==> config.mk <==
export PLATFORM = sky130hd
export DESIGN_NAME = sfd_modred
export DESIGN_NICKNAME = d
export VERILOG_FILES = /design/src/sfd_pkg.sv /design/src/sfd_modred.sv
export SDC_FILE = /design/constraint.sdc
export NUM_CORES = 1
export LEC_CHECK = 0
export ABC_AREA = 1
export BUFFER_PORTS_ARGS = -buffer_cell sky130_fd_sc_hd__buf_2
export CORE_MARGIN = 1.5
export CORE_UTILIZATION = 30
export CTS_BUF_LIST = sky130_fd_sc_hd__clkbuf_4
export DETAILED_ROUTE_END_ITERATION = 10
export SLEW_MARGIN = 10
export SYNTH_ARGS = -nofsm -noshare
export SYNTH_HDL_FRONTEND = slang
export SYNTH_SLANG_ARGS = --single-unit
==> constraint.sdc <==
create_clock -name clk_i -period 0.8 [get_ports clk_i]
set_input_delay 0 -clock clk_i [delete_from_list [all_inputs] [get_ports clk_i]]
set_output_delay 0 -clock clk_i [all_outputs]
set_load 0.01 [all_outputs]
==> src/sfd_pkg.sv <==
`timescale 1ns / 1ps

package sfd_pkg;

  localparam int SAMPLE_W  = 24;
  localparam int GAIN_W    = 16;
  localparam int GAIN_FRAC = 14;
  localparam int DELAY_W   = 24;
  localparam int FRAC_W    = 8;
  localparam int WEIGHT_W  = FRAC_W + 1;
  localparam int OFFSET_W  = 16;
  localparam int GAINED_W  = 27;
  localparam int ACC_W     = 34;
  localparam int WIDE_W    = 42;
  localparam int CFG_IDX_W = 2;

  localparam logic [WEIGHT_W-1:0] WEIGHT_ONE = WEIGHT_W'(1 << FRAC_W);

  localparam logic [CFG_IDX_W-1:0] CFG_DELAY_LENGTH  = 2'd0;
  localparam logic [CFG_IDX_W-1:0] CFG_INPUT_GAIN    = 2'd1;
  localparam logic [CFG_IDX_W-1:0] CFG_FEEDBACK_GAIN = 2'd2;

  localparam logic [GAIN_W-1:0] INPUT_GAIN_RST    = 16'd16384;
  localparam logic [GAIN_W-1:0] FEEDBACK_GAIN_RST = 16'd14746;

  typedef enum logic [1:0] {
    MODE_TICK  = 2'd0,
    MODE_ADD   = 2'd1,
    MODE_SCALE = 2'd2,
    MODE_NONE  = 2'd3
  } mode_e;

  typedef logic signed [SAMPLE_W-1:0] sample_t;
  typedef logic signed [WIDE_W-1:0]   wide_t;

  localparam wide_t SAT_MAX = 42'sd8388607;
  localparam wide_t SAT_MIN = -42'sd8388608;

  typedef struct packed {
    logic rd;
    logic ld_s1;
    logic ld_acc;
    logic ld_y;
    logic wr_clr;
    logic wr_fb;
    logic wr_op;
    logic op_scale;
    logic ip_is_wp;
    logic nx_is_wp;
  } lane_ctrl_t;

  function automatic sample_t sat_sample(wide_t v);
    sample_t r;
    if (v > SAT_MAX) begin
      r = SAMPLE_W'(SAT_MAX);
    end else if (v < SAT_MIN) begin
      r = SAMPLE_W'(SAT_MIN);
    end else begin
      r = SAMPLE_W'(v);
    end
    return r;
  endfunction

  function automatic wide_t rnd_shr(wide_t v, int unsigned sh);
    wide_t half;
    half = wide_t'(1) <<< (sh - 1);
    return (v + half) >>> sh;
  endfunction

endpackage

==> src/sfd_modred.sv <==
`timescale 1ns / 1ps

module sfd_modred #(
  parameter int unsigned DEPTH = 65536,
  parameter int unsigned AW    = $clog2(DEPTH)
) (
  input  logic                          clk_i,
  input  logic                          rst_ni,
  input  logic                          start_i,
  input  logic [sfd_pkg::OFFSET_W-1:0]  value_i,
  output logic                          done_o,
  output logic [AW-1:0]                 rem_o
);

  localparam int unsigned VALUE_MAX = (1 << sfd_pkg::OFFSET_W) - 1;

  function automatic int unsigned top_shift(int unsigned d);
    int unsigned k;
    k = 0;
    while ((d << (k + 1)) <= VALUE_MAX) k = k + 1;
    return k;
  endfunction

  localparam int unsigned K  = top_shift(DEPTH);
  localparam int unsigned KW = $clog2(K + 2);
  localparam int unsigned CW = (AW + 1 > sfd_pkg::OFFSET_W + 1) ? AW + 1 : sfd_pkg::OFFSET_W + 1;
  localparam logic [CW-1:0] MODULUS = CW'(DEPTH);
  localparam logic [KW-1:0] K_INIT  = KW'(K);

  logic                         busy_q, busy_d;
  logic [KW-1:0]                k_q, k_d;
  logic [sfd_pkg::OFFSET_W-1:0] rem_q, rem_d, rem_step;
  logic [CW-1:0]                trial, diff;
  logic                         fits;

  assign trial    = MODULUS << k_q;
  assign fits     = CW'(rem_q) >= trial;
  assign diff     = CW'(rem_q) - trial;
  assign rem_step = fits ? sfd_pkg::OFFSET_W'(diff) : rem_q;
  assign done_o   = busy_q && (k_q == '0);
  assign rem_o    = AW'(rem_step);

  always_comb begin
    busy_d = busy_q;
    k_d    = k_q;
    rem_d  = rem_q;
    if (start_i) begin
      busy_d = 1'b1;
      k_d    = K_INIT;
      rem_d  = value_i;
    end else if (busy_q) begin
      rem_d = rem_step;
      if (k_q == '0) begin
        busy_d = 1'b0;
      end else begin
        k_d = k_q - 1'b1;
      end
    end
  end

  always_ff @(posedge clk_i or negedge rst_ni) begin
    if (!rst_ni) begin
      busy_q <= 1'b0;
      k_q    <= '0;
    end else begin
      busy_q <= busy_d;
      k_q    <= k_d;
    end
  end

  always_ff @(posedge clk_i) begin
    rem_q <= rem_d;
  end

endmodule

* Yosys cells after proc, flatten, opt, wreduce, memory -nomap -nowiden
Cells that the tools add are included.
** Storage, ports and cells
- Register bits after elaboration :: 18
- Output and inout bits :: 17
** Cells by class
- Add/sub/neg operators :: 2
- $lt $le $gt $ge :: 1
- Shift operators :: 1
- Mux-type cells :: 9
- Bitwise gates (word level) :: 1
- Reduce and logical (&&, ||, !) cells :: 2
** Operator list (number)
- $mux 16 :: 3
- $ge 16x17->1 :: 1
- $shl 17x1->17 const A :: 1
- $sub 16x16->16 :: 1
- $mux 1 :: 6
- $reduce_bool 2->1 :: 1
- $logic_and 1x1->1 :: 1
- $not 1->1 :: 1
- $sub 1x1->1 const B :: 1

* Longest topological paths before layout
- Word-level depth :: 5
- Depth in mapped cells :: 4
- Mapped depth without buffers :: 2

* Least setup slack after synthesis
No wires, ideal clock.
- Path kind :: input to register
- Start point :: input start_i
- End point :: register rem_q[0] in the netlist's numbering (enable)
- Arrival time :: 594 ps
- Required time :: 422 ps
- Path slack :: -172 ps
- Cell stages on the path :: 2
- Path buffers :: 2
- Cells stage by stage :: buf_6 -> clkbuf_1
** On the way
- Cells in the longest elaborated chain, start to end :: 1
** RTL lines
- from (decl) :: RTL line sfd_modred.sv:9 : input logic start_i,
- $reduce_bool 2->1 (no source line)
- to (signal assigned) :: RTL line sfd_modred.sv:72 : rem_q <= rem_d;
- to (decl) :: RTL line sfd_modred.sv:32 : logic [sfd_pkg::OFFSET_W-1:0] rem_q, rem_d, rem_step;
No other way between the ends.
A chain may end at the register's enable or synchronous reset.

* Worst setup path in the final report
- Start point :: register rem_q[14] in the netlist's numbering
- End point :: output rem_o[14]
** On the way
- Cells in the longest elaborated chain, start to end :: 2
- Elaborated cells on any way between the ends :: 3
- Classes of those cells :: add/sub (1); order compare (1); mux (1)
** RTL lines
- $sub 16x16->16 / $ge 16x17->1 (equally long branches) :: RTL line sfd_modred.sv:38, sfd_modred.sv:37
- $mux 16 * :: RTL line sfd_modred.sv:39 : assign rem_step = fits ? sfd_pkg::OFFSET_W'(diff) : rem_q;
- to (decl) :: RTL line sfd_modred.sv:12 : output logic [AW-1:0] rem_o
Every way passes the cells marked *; elsewhere a longest branch is shown, timed or not.

==> flow_summary.yaml <==
global_route:
  grt_first_pass_wirelength_mm: 1.92
  grt_use_total: 0.105
  grt_pass1_vias: 478
  antenna_found_initial: 0
  grt_overflow: 0
  grt_max_degree: 34
sta:
  tightest_slew_ns: 0.145
  finalCriticalPeriod_ns: 0.818
  period_share: 1.02
  max_freq_mhz: 1220
  finalHoldViolCount: 0
  relSlewSlack: 0.903
  setup_slack_ns: -0.0180
  setup_viol: 5
  slew_viol_final: 0
  rsz0062_at_grt: "true"
finish:
  fin_nets: 127
  n_antenna_cell: 0
  layout-drive-gt1-share: 0.383
  utilization: 0.527
  synthToLayoutAreaGrowth_pct: 60.6
  stdcell_count: 134
  fill_cells: 198
  stdcell_area_sq_um: 1060
floorplanning:
  rows: 16
  start_util: 0.328
  boundaryPins: 36
  die-area_sq_um: 2500
  die-width_microns: 50.0
  die_h_microns: 50.0
  core-area_sq_um: 2020
synthesis:
  synth_common_cells: "edfxtp_1, inv_1, nand2_1"
  ys_types: 8
  yosysTopAreaCellShare: 0.725
  synth-seq-cells: 17
  yosys_warnings: 0
  synthesis.area_sq_um: 663
  yosysTopAreaCell: "edfxtp_1"
  synth.area.top_cells: "edfxtp_1, inv_1, nand2_1"
  synth-main-ff-cell: "edfxtp_1"
  synth-edff-count: 16
  async_flop_share: 0.0588
  avgSynthCellArea_sq_um: 12.8
  syn-num-nets: 71
  syn_inst: 52
  seq_area_frac_synth: 0.762
clocking:
  clockRootBuffer: "clkbuf_4"
  clock-sinks: 17
  cts_max_level: 1
  post-cts-setup-buffers: 0
  path_clk_slew_ns: 0.10
  cts_buffers: 3
  cts_resized: 0
  clk_path_buf_depth: 2
  tritoncts: "done"
detailed_routing:
  routedWlPerCell_microns: 8.55
  num_vias: 507
  drc: 0
  dr.pass1.iters: 4
  finalWirelength_mm: 1.15
  drt_iter0_drc: 6
  ant_nets: 0
  vias_per_cell: 3.78
power_and_ir_drop:
  leakage_nw: 0.566
  peakVddDrop_v: 0.000612
  p_per_area_nw_per_um2: 1670
placement:
  dpl_cell_area_sq_um: 857
  place.gp.congestion: 0.545
  dp.cells: 112
  numPortBuffers: 35
  pre_cts_slack_ns: 0.160
  dp_hpwl_microns: 729
setup_path:
  critPathBufInv: 1
  path_class: "flop to primary output"
  crit_arrival_ns: 0.82
  critical_path.max_stage_delay_ns: 0.39
  crit_slowest_cell: "edfxtp_1"
  cp_top_family: "flip-flops"
  critPathMaxFanout: 1
  critical_path.endpoint_type: "primary output"
  cp.required_ns: 0.80
  path_cells: "buf_2"
  crit_path_start_kind: "flop"
run_status:
  status: "finished with violations"
  violations: "setup timing"
job:
  maxCapViolations: 0
hold_path:
  hold_path_class: "primary input to flop"
-- area by class of cell --
| cell class | count | area (sq um) | area share |
|---|---|---|---|
| tap | 27 | 33.8 | 0.0317 |
| inverter | 16 | 60.1 | 0.0564 |
| clock buffer | 3 | 22.5 | 0.0212 |
| timing repair buffer | 54 | 375 | 0.353 |
| sequential | 17 | 505 | 0.475 |
| multi-input combinational | 16 | 62.6 | 0.0588 |
| clock inverter | 1 | 5.00 | 0.00470 |
-- per-stage QoR --
| step | hold WS [ns] | power, mW | setup TNS [ns] |
|---|---|---|---|
| 2_1_floorplan | -0.296 | 1.19 | 0 |
| 3_3_place_gp | -0.225 | 1.29 | 0 |
| 3_5_place_dp | -0.220 | 1.30 | 0 |
| 4_1_cts | 0.0266 | 1.80 | -0.248 |
| 5_1_grt | 0.0329 | 1.87 | -0.665 |
| 6_report | 0.0359 | 1.78 | -0.0549 |
-- per-layer routing --
metal | global-route usage | part of all wire | routed length (microns)
met3 | 0.00909 | 0.051 | 59
met5 | 0 | 0 | 0
met4 | 0.0833 | 0.012 | 14
met1 | 0.104 | 0.37 | 419
met2 | 0.195 | 0.57 | 652
-- repair_timing --
| action | in CTS | in global routing |
|---|---|---|
| endpoints found under the setup margin | 13 | 17 |
| endpoints found under the hold margin | 17 | 0 |
| hold buffers | 18 | 0 |
-- path summary, 6_finish.rpt --
| check | cells past startpoint | end | start |
|---|---|---|---|
| worst max-delay path | 1 | rem_o[14] | rem_q[14] |
| worst min-delay path | 2 | busy_q | start_i |
| max in group asynchronous | 3 | busy_q | rst_ni |
| min in group asynchronous | 3 | busy_q | rst_ni |
-- report_power, final --
| group | leakage (nW) | internal (mW) | switching (mW) |
|---|---|---|---|
| Sequential | 0.166 | 1.05 | 0.0156 |
| Clock | 0.0177 | 0.186 | 0.250 |
| Combinational | 0.383 | 0.154 | 0.122 |
| Total | 0.566 | 1.39 | 0.388 |
-- logic make-up (layout without fill, tap and decap cells) --
family        after synthesis  in the layout  share of synthesized area
simple gates               16             16                     0.0943
flops                      17             17                      0.762
buf+inv                    19             74                      0.143
-- registers in the layout, summed over array words and instances, names as in the netlist --
signal / cells
busy_q: 1
rem_q: 16
-- placed cells by master, fill, tap and decap left out --
master,count
buf_2,35
clkinv_2,1
edfxtp_1,16
nand2_1,15
inv_1,16
nand2_2,1
buf_12,1
clkbuf_4,3
dlygate4sd3_1,18
dfrtp_1,1
Power figures use the tool's default switching activity.
